### src/design/crc32sic_pkg.sv
package crc32sic_pkg;

    localparam logic [31:0] CRC_POLY   = 32'hEDB8_8320;
    localparam logic [31:0] CRC_PRESET = 32'hFFFF_FFFF;

    localparam int unsigned CRC_W  = 32;
    localparam int unsigned SIZE_W = 64;
    localparam int unsigned CFG_W  = 64;

    // configuration register indexes
    localparam logic CFG_EXPECTED_CRC  = 1'b0;
    localparam logic CFG_EXPECTED_SIZE = 1'b1;

    typedef enum logic [1:0] {
        ST_PASS     = 2'd0,
        ST_SIZE_ERR = 2'd1,
        ST_CRC_ERR  = 2'd2
    } t_status;

    // one input item as held in the input register
    typedef struct packed {
        logic [7:0] data_byte;
        logic       byte_valid;
        logic       last;
    } t_item;

    // one result item
    typedef struct packed {
        logic [SIZE_W-1:0] current_size;
        logic [CRC_W-1:0]  current_crc;
        t_status           status;
    } t_result;

    // reflected crc-32, one byte folded in
    function automatic logic [CRC_W-1:0] crc32_byte(
        input logic [CRC_W-1:0] acc,
        input logic [7:0]       b
    );
        logic [CRC_W-1:0] v;
        v = {24'h00_0000, acc[7:0] ^ b};
        for (int k = 0; k < 8; k++) begin
            if (v[0]) begin
                v = (v >> 1) ^ CRC_POLY;
            end else begin
                v = v >> 1;
            end
        end
        return v ^ (acc >> 8);
    endfunction

endpackage

### src/design/crc32sic_acc.sv
module crc32sic_acc (
    input  logic                          i_clk,
    input  logic                          i_rst_n,
    input  logic                          i_step,
    input  crc32sic_pkg::t_item           i_item,
    input  logic [crc32sic_pkg::CRC_W-1:0]  i_exp_crc,
    input  logic [crc32sic_pkg::SIZE_W-1:0] i_exp_size,
    output crc32sic_pkg::t_result         o_result
);
    import crc32sic_pkg::*;

    logic [CRC_W-1:0]  r_crc;
    logic [SIZE_W-1:0] r_count;
    logic [CRC_W-1:0]  n_crc;
    logic [SIZE_W-1:0] n_count;
    logic [CRC_W-1:0]  final_crc;

    // fold the byte in when one is present
    always_comb begin
        if (i_item.byte_valid) begin
            n_crc   = crc32_byte(r_crc, i_item.data_byte);
            n_count = r_count + 64'd1;
        end else begin
            n_crc   = r_crc;
            n_count = r_count;
        end
    end

    assign final_crc = n_crc ^ CRC_PRESET;

    // size check wins over crc check
    always_comb begin
        o_result.current_crc  = final_crc;
        o_result.current_size = n_count;
        priority if (i_exp_size != '0 && n_count != i_exp_size) begin
            o_result.status = ST_SIZE_ERR;
        end else if (final_crc != i_exp_crc) begin
            o_result.status = ST_CRC_ERR;
        end else begin
            o_result.status = ST_PASS;
        end
    end

    always_ff @(posedge i_clk) begin
        if (!i_rst_n) begin
            r_crc   <= CRC_PRESET;
            r_count <= '0;
        end else if (i_step) begin
            if (i_item.last) begin
                r_crc   <= CRC_PRESET;
                r_count <= '0;
            end else begin
                r_crc   <= n_crc;
                r_count <= n_count;
            end
        end
    end

    a_preset_after_last: assert property (@(posedge i_clk) disable iff (!i_rst_n)
        (i_step && i_item.last) |=> (r_crc == CRC_PRESET && r_count == '0))
        else $error("accumulators not preset after end of file");

    a_hold_when_idle: assert property (@(posedge i_clk) disable iff (!i_rst_n)
        (!i_step) |=> ($stable(r_crc) && $stable(r_count)))
        else $error("accumulators changed without a step");

    a_count_steps_by_one: assert property (@(posedge i_clk) disable iff (!i_rst_n)
        (i_step && i_item.byte_valid && !i_item.last)
            |=> (r_count == $past(r_count) + 64'd1))
        else $error("byte count did not advance by one");

endmodule

### src/design/crc32_stream_integrity_check_unit.sv
// an input transfer with tlast reaches the result on the master side through the input
// register, then the result register; other transfers produce no result
// throughput: one byte per cycle, limited by the byte-wide crc update loop;
// a stalled result only holds back an item marked last; plain bytes keep flowing
// reset (synchronous, active low): pipeline empty, crc preset to all ones, count zero,
// expected crc and expected size cleared
module crc32_stream_integrity_check_unit (
    input  logic         i_clk,
    input  logic         i_rst_n,
    // slave side
    input  logic         i_s_axis_tvalid,
    output logic         o_s_axis_tready,
    input  logic [7:0]   i_s_axis_tdata,   // [7:0] data_byte
    input  logic [0:0]   i_s_axis_tuser,   // [0] byte_valid
    input  logic         i_s_axis_tlast,   // last
    // master side
    output logic         o_m_axis_tvalid,
    input  logic         i_m_axis_tready,
    output logic [103:0] o_m_axis_tdata,   // [1:0] status, [33:2] current_crc,
                                           // [97:34] current_size, [103:98] zero
    // configuration writes
    input  logic         i_cfg_we,
    input  logic         i_cfg_index,
    input  logic [63:0]  i_cfg_data
);
    import crc32sic_pkg::*;

    // configuration registers
    logic [CRC_W-1:0]  r_exp_crc;
    logic [SIZE_W-1:0] r_exp_size;

    always_ff @(posedge i_clk) begin
        if (!i_rst_n) begin
            r_exp_crc  <= '0;
            r_exp_size <= '0;
        end else if (i_cfg_we) begin
            unique case (i_cfg_index)
                CFG_EXPECTED_CRC:  r_exp_crc  <= i_cfg_data[CRC_W-1:0];
                CFG_EXPECTED_SIZE: r_exp_size <= i_cfg_data[SIZE_W-1:0];
                default: ;
            endcase
        end
    end

    // input register
    logic    r_s1_valid;
    t_item   r_s1_item;
    logic    out_free;
    logic    s1_advance;
    logic    s_xfer;
    t_result step_result;

    // result register
    logic    r_out_valid;
    t_result r_out_result;

    // result slot can take a new result this cycle
    assign out_free   = !r_out_valid || i_m_axis_tready;
    // bytes without last never wait on the result slot
    assign s1_advance = r_s1_valid && (!r_s1_item.last || out_free);
    assign o_s_axis_tready = !r_s1_valid || s1_advance;
    assign s_xfer     = i_s_axis_tvalid && o_s_axis_tready;

    always_ff @(posedge i_clk) begin
        if (!i_rst_n) begin
            r_s1_valid <= 1'b0;
        end else if (o_s_axis_tready) begin
            r_s1_valid <= i_s_axis_tvalid;
        end
    end

    always_ff @(posedge i_clk) begin
        if (s_xfer) begin
            r_s1_item.data_byte  <= i_s_axis_tdata;
            r_s1_item.byte_valid <= i_s_axis_tuser[0];
            r_s1_item.last       <= i_s_axis_tlast;
        end
    end

    // running crc and byte count, result formed on the last item
    crc32sic_acc u_acc (
        .i_clk      (i_clk),
        .i_rst_n    (i_rst_n),
        .i_step     (s1_advance),
        .i_item     (r_s1_item),
        .i_exp_crc  (r_exp_crc),
        .i_exp_size (r_exp_size),
        .o_result   (step_result)
    );

    logic n_out_valid;

    always_comb begin
        n_out_valid = r_out_valid && !i_m_axis_tready;
        if (s1_advance && r_s1_item.last) begin
            n_out_valid = 1'b1;
        end
    end

    always_ff @(posedge i_clk) begin
        if (!i_rst_n) begin
            r_out_valid <= 1'b0;
        end else begin
            r_out_valid <= n_out_valid;
        end
    end

    always_ff @(posedge i_clk) begin
        if (s1_advance && r_s1_item.last) begin
            r_out_result <= step_result;
        end
    end

    assign o_m_axis_tvalid = r_out_valid;
    assign o_m_axis_tdata  = {6'b00_0000, r_out_result.current_size,
                              r_out_result.current_crc, r_out_result.status};

    a_out_empty_after_reset: assert property (@(posedge i_clk)
        !i_rst_n |=> !o_m_axis_tvalid)
        else $error("result valid right after reset");

    a_last_blocks_on_full_out: assert property (@(posedge i_clk) disable iff (!i_rst_n)
        (r_s1_valid && r_s1_item.last && r_out_valid && !i_m_axis_tready)
            |-> !o_s_axis_tready)
        else $error("input taken while end of file waits on a full result slot");

    a_result_from_last: assert property (@(posedge i_clk) disable iff (!i_rst_n)
        $rose(o_m_axis_tvalid) |-> $past(r_s1_valid && r_s1_item.last))
        else $error("result appeared without an end of file item");

    a_plain_byte_flows: assert property (@(posedge i_clk) disable iff (!i_rst_n)
        (r_s1_valid && !r_s1_item.last) |-> o_s_axis_tready)
        else $error("plain byte stalled the input");

endmodule
### config.mk
export PLATFORM = sky130hd
export DESIGN_NAME = crc32_stream_integrity_check_unit
export DESIGN_NICKNAME = d
export VERILOG_FILES = /design/src/design/crc32sic_pkg.sv /design/src/design/crc32sic_acc.sv /design/src/design/crc32_stream_integrity_check_unit.sv
export SDC_FILE = /design/constraint.sdc
export NUM_CORES = 1
export LEC_CHECK = 0
export BUFFER_PORTS_ARGS = -buffer_cell sky130_fd_sc_hd__buf_2
export CAP_MARGIN = 20
export CORE_MARGIN = 4
export CORE_UTILIZATION = 35
export CTS_CLUSTER_DIAMETER = 40
export DETAILED_ROUTE_END_ITERATION = 8
export MAX_ROUTING_LAYER = met4
export SLEW_MARGIN = 5
export SYNTH_ARGS = -nofsm -noshare
export SYNTH_HDL_FRONTEND = slang
export SYNTH_SLANG_ARGS = --single-unit
### constraint.sdc
create_clock -name i_clk -period 4.9 [get_ports i_clk]
set_input_delay 0.245 -clock i_clk [delete_from_list [all_inputs] [get_ports i_clk]]
set_output_delay 0.245 -clock i_clk [all_outputs]
set_load 0.05 [all_outputs]
; Yosys cells after proc, flatten, opt, wreduce, memory -nomap -nowiden
; Cells that the tools add are included.
[op_classes]
reduce_logical = 15
add_sub_neg = 1
eq_ne = 2
mux = 22
bitwise = 12
[ops]
columns = operator, count
row1 = two-way mux 32 bit, 18
row2 = two-way mux 64 bit, 2
row3 = NOT 13 -> 14 bit, 7
row4 = adder 64 x 1 -> 64 bit (second input constant), 1
row5 = != test 64 bit, 1
row6 = nonzero test 64 bit, 1
row7 = != test 32 bit, 1
row8 = NOT 32 bit, 1
row9 = bitwise XOR 32 x 24 -> 32 bit, 1
row10 = NOT 1 -> 14 bit, 1
row11 = bitwise XOR 8 bit, 1
row12 = logical AND 1 bit, 5
row13 = zero test 1 bit, 4
row14 = AND reduction 2 bit, 2
row15 = logical OR 1 bit, 3
row16 = two-way mux 2 bit, 1
row17 = two-way mux 1 bit, 1
row18 = NOT 1 bit, 1
[word_totals]
regBits = 302
output_inout_bits = 106
elab_cells = 64
in_bits = 80

; Depth between registers and ports, before layout
[depth]
depth_word = 30
depth_mapped = 14
depth_no_buf = 11

; Cells and area by module
; From an unflattened synthesis, not the netlist that was laid out.
[unflattened]
hier_cells = 1864
hier_area_um2 = 16804.9
[modules_own_cells]
columns = module, seq_area_each_um2, n_inst, cells_per_inst, area_per_inst_um2
row1 = crc32sic_acc, 1921.8, 1, 1319, 9584.2
row2 = crc32_stream_integrity_check_unit, 5205.0, 1, 545, 7220.7

; Least setup slack after synthesis
; No wires, ideal clock.
[synth_timing]
path_type = flip-flop to flip-flop
start = register r_out_valid (netlist: o_m_axis_tvalid)
end = register u_acc.r_crc[11]
stages_incl_launch_ff = 7
n_path_buf = 1
period_less_slack_ps = 3942
required_time_ps = 4821
setup_slack_ps = 958
setup_time_ps = 79
arrival_time_ps = 3863
path_cell_list = dfxtp_1 nor2b_1 nand2_1 and3_1 nor2_1 clkbuf_1 o211ai_1
[synth_via]
elab_chain_len = 4
[synth_lines]
columns = element, line
row1 = from (decl), crc32_stream_integrity_check_unit.sv:54  ; logic r_out_valid;
row2 = from (signal assigned), crc32_stream_integrity_check_unit.sv:104  ; r_out_valid <= n_out_valid;
row3 = zero test 1 bit, crc32_stream_integrity_check_unit.sv:58  ; assign out_free = !r_out_valid || i_m_axis_tready;
row4 = logical OR 1 bit, crc32_stream_integrity_check_unit.sv:58
row5 = logical OR 1 bit, crc32_stream_integrity_check_unit.sv:60  ; assign s1_advance = r_s1_valid && (!r_s1_item.last || out_free);
row6 = logical AND 1 bit, crc32_stream_integrity_check_unit.sv:60
row7 = to (signal assigned), crc32sic_acc.sv:53  ; r_crc <= n_crc;
row8 = to (decl), crc32sic_acc.sv:12  ; logic [CRC_W-1:0] r_crc;
; Every way passes these cells.
; A chain may end at the register's enable or synchronous reset.

; Final worst setup path
[layout_timing]
start = register u_acc.r_count[5]
end = register r_out_result, in the netlist o_m_axis_tdata[1] (data pin)
[layout_via]
elab_chain_len = 4
[layout_lines]
columns = element, line
row1 = from (decl), crc32sic_acc.sv:13  ; logic [SIZE_W-1:0] r_count;
row2 = from (signal assigned), crc32sic_acc.sv:54  ; r_count <= n_count;
row3 = adder 64 x 1 -> 64 bit, crc32sic_acc.sv:22  ; n_count = r_count + 64'd1;
row4 = two-way mux 64 bit *, crc32sic_acc.sv:20  ; if (i_item.byte_valid) begin
row5 = != test 64 bit *, crc32sic_acc.sv:35  ; priority if (i_exp_size != '0 && n_count != i_exp_size) begin
row6 = logical AND 1 bit *, crc32sic_acc.sv:35
row7 = to (signal assigned), crc32_stream_integrity_check_unit.sv:110  ; r_out_result <= step_result;
row8 = to (decl), crc32_stream_integrity_check_unit.sv:55  ; t_result r_out_result;
; Every way passes the cells marked *; elsewhere a longest branch is shown, timed or not.

==> metrics <==
Hold Crit Depth=3; slew margin rel.=0.2462; Storage cell area=7127 sq um; Ys Warns=0; clk_lat worst skew=0.62 ns; pwr dens=390.9 nW/um^2; CP Max Fanout=17; Reg2Reg Launch Point=u_acc.r_count[5]; cell count after synthesis=1820; starting density of the core=0.3548; RSZ-0062 raised after global routing=false; maximum vdd ir drop=0.0002696 V; vias in the first global route=14020; Worst Hold End=o_m_axis_tvalid; post-DP HPWL=42520 microns; final hold vios=0; DRT Pass-1 Iters=8; placer congestion estimate=1.015; die height=219.7 microns; first-pass GRT wire length=87390 microns; Yosys top cell by area=dfxtp_1; clk root buf=clkbuf_16; register bit count reported by yosys=302; Vias/cell=5.550; multi-input logic area=7898 sq um; asr flop ratio synth=0; Worst path most repeated cell=and4_1; DRC Markers=0; Leak=0.007320 uW; Area growth syn-to-layout=25.75%; initial antenna violation count=1; Clk pin slew, worst setup/hold paths=0.06 ns; Synth area leaders=dfxtp_1, edfxtp_1, nand2_1, xnor2_1, a21oi_1; Final #Nets=2118; status=complete, no violations; critical path type=reg2reg; GR Overflow Total=0; WL met1=26330 microns; die area=48270 sq um; Synth cell types=78; DR WL met3=4800 microns; nature of the critical path endpoint=flip-flop; met2 wire len=25990 microns; fraction of layout cells with a size suffix above 1=0.1591; Filler cells=4324; clk sinks=302; Num CTS Buffers=52; CTS H-tree lvls=2; synthesized cell area=15690 sq um; Ports=186; Highest Clock Rate=224.1 MHz; max incr delay on CP=0.67 ns; width of the die=219.7 microns; GRT Resource Usage Total=0.2441; Setup Viol. Count Final=0; Syn Area/Cell=8.620 sq um; worst hold start=i_m_axis_tready; post-layout min period=4.463 ns; Critical R2R Capture=o_m_axis_tdata[1]; PortBufs=179; Post-synth top flop=dfxtp_1; CP cell instances=and3_1 -> and4_1 -> nand3_1 -> nor2_1 -> o22ai_1 -> or3_1 -> a2111oi_0 -> and4_1 -> a31oi_1 -> a41oi_1; FP Rows=77; CTS tree=yes; Post-Route WL=58590 microns; CTS resizes=0; fin crit share=0.9108; Yosys top cell area share=0.2476; via count=14840; register area share after synthesis=0.4543; largest net degree at the start of global routing=79; Post-synth EDFFs=108; hold crit path type=in2reg; 1st-iter DRT viols=1436; CP Launch Type=flip-flop; core area=44220 sq um; Highest Signal Layer=met4; Slew @ Worst Pin=1.131 ns; WP data arrival=4.92 ns; Reg2Reg Setup Slack=0.44 ns; Final TNS setup=0 ns; max_cap viols=0; Fin Hold WS=0.02742 ns; Setup Skew=0.03948 ns; Slowest-stage cell, CP=a2111oi_0; crit path from=u_acc.r_count[5]; remaining antenna violation count=0; critical path required time=5.36 ns; worst r2r path cells=10; Slew Limit Fails=0; CTS Buffer Depth=3; DR WL/cell=21.91 microns; Final Util=0.4461
## Yosys cell counts, drive strengths merged (3+ instances only)
cell / instances
nand3: 43
nor2b: 13
xor2: 48
nor2: 89
clkbuf: 104
o31ai: 3
edfxtp: 108
or4: 8
dfxtp: 194
and2: 13
inv: 39
o21ai: 49
o22a: 5
nand4: 51
nor4b: 3
a31oi: 11
buf: 31
o22ai: 3
nand2b: 15
o2111ai: 4
mux2i: 28
and4: 15
o211ai: 36
xnor2: 133
nor3: 42
a211oi: 5
and3: 18
o21a: 3
nand3b: 9
nand2: 359
nor3b: 7
o32ai: 3
a21oi: 191
nor4: 47
a221oi: 7
a22oi: 11
a41oi: 3
a2111oi: 7
or3: 26
## critical path: cells and delay by family, from the launching register on
family             cells  cell delay, ns
AOI/OAI and AO/OA      4            1.20
and+or+nand+nor        6            2.48
DFF                    1            0.65
## registers in the layout, indices dropped and copies added (netlist names)
| register | flops |
|---|---|
| r_s1_valid | 1 |
| r_s1_item | 10 |
| r_exp_crc | 32 |
| r_exp_size | 64 |
| o_m_axis_tdata | 98 |
| o_m_axis_tvalid | 1 |
| u_acc.r_crc | 32 |
| u_acc.r_count | 64 |
## what timing repair did
item,4_1_cts,5_1_grt
setup endpoints to repair,0,0
hold buffers,77,0
buffers inserted,0,0
endpoints found under the hold margin,109,0
## power breakdown
part | switching, uW | total, uW | internal [uW]
Combinational | 715 | 1140 | 420
Clock | 1460 | 3760 | 2300
Sequential | 105 | 2810 | 2710
## layout make-up
class / instances / area share
Antenna cell: 1 / 0.0001269
Clock buffer: 56 / 0.06939
Clock inverter: 42 / 0.02334
Inverter: 40 / 0.007738
Multi-Input combinational cell: 1348 / 0.4004
Sequential cell: 302 / 0.3613
Tap cell: 592 / 0.03755
Timing Repair Buffer: 293 / 0.1002
## worst max path at each step
stage / endpoint / depth (start not counted)
floorplan: u_acc.r_crc[11] / 6
global placement: o_m_axis_tdata[1] / 10
detailed placement: o_m_axis_tdata[1] / 10
CTS: o_m_axis_tdata[1] / 10
global route: o_m_axis_tdata[1] / 10
finish: o_m_axis_tdata[1] / 10
## cell usage in the layout (no fill, tap or decap), types with 14 or more instances in the layout
master and count:
nand3_1 43, inv_1 38, dlygate4sd3_1 77, edfxtp_1 108, and3_1 17, xor2_1 48, nand2_1 357, or3_1 26
clkbuf_16 54, a21oi_1 191, mux2i_1 28, buf_4 35, nor3_1 42, xnor2_1 132, nor4_1 42, nor2_1 88
nand2b_1 14, buf_2 179, nand4_1 49, dfxtp_1 194, o21ai_0 49, and4_1 15, o211ai_1 36
## cells by family (layout without fill, tap and decap cells)
group,count (synthesis),after routing,share of synthesized area
compound gates,363,363,0.1391
xor+xnor,182,182,0.1030
fa+ha+maj,1,1,0.0007974
buf+inv,175,431,0.04554
flops,302,302,0.4543
mux,30,30,0.01930
other cells,1,7,0.0002390
simple gates,766,766,0.2378
## layer usage
metal / vias to the layer above / GRT usage
li1: 6910 / -
met1: 7174 / 0.3417
met2: 652 / 0.3631
met3: 106 / 0.04675
met4: 0 / 0.06636
met5: - / -
## stage by stage
step                setup slack, ns  cells  area [sq um]  power (uW)
finish                       0.4369   2674         19730        7710
global route                 0.1947   2674         19730        7995
CTS                          0.5659   2671         19680        7758
detailed placement           0.5581   2496         17080        3935
global placement             0.6612   2496         17080        3936
floorplan                    0.9579   1825         15710        3597
(Power assumes the default switching activity.)
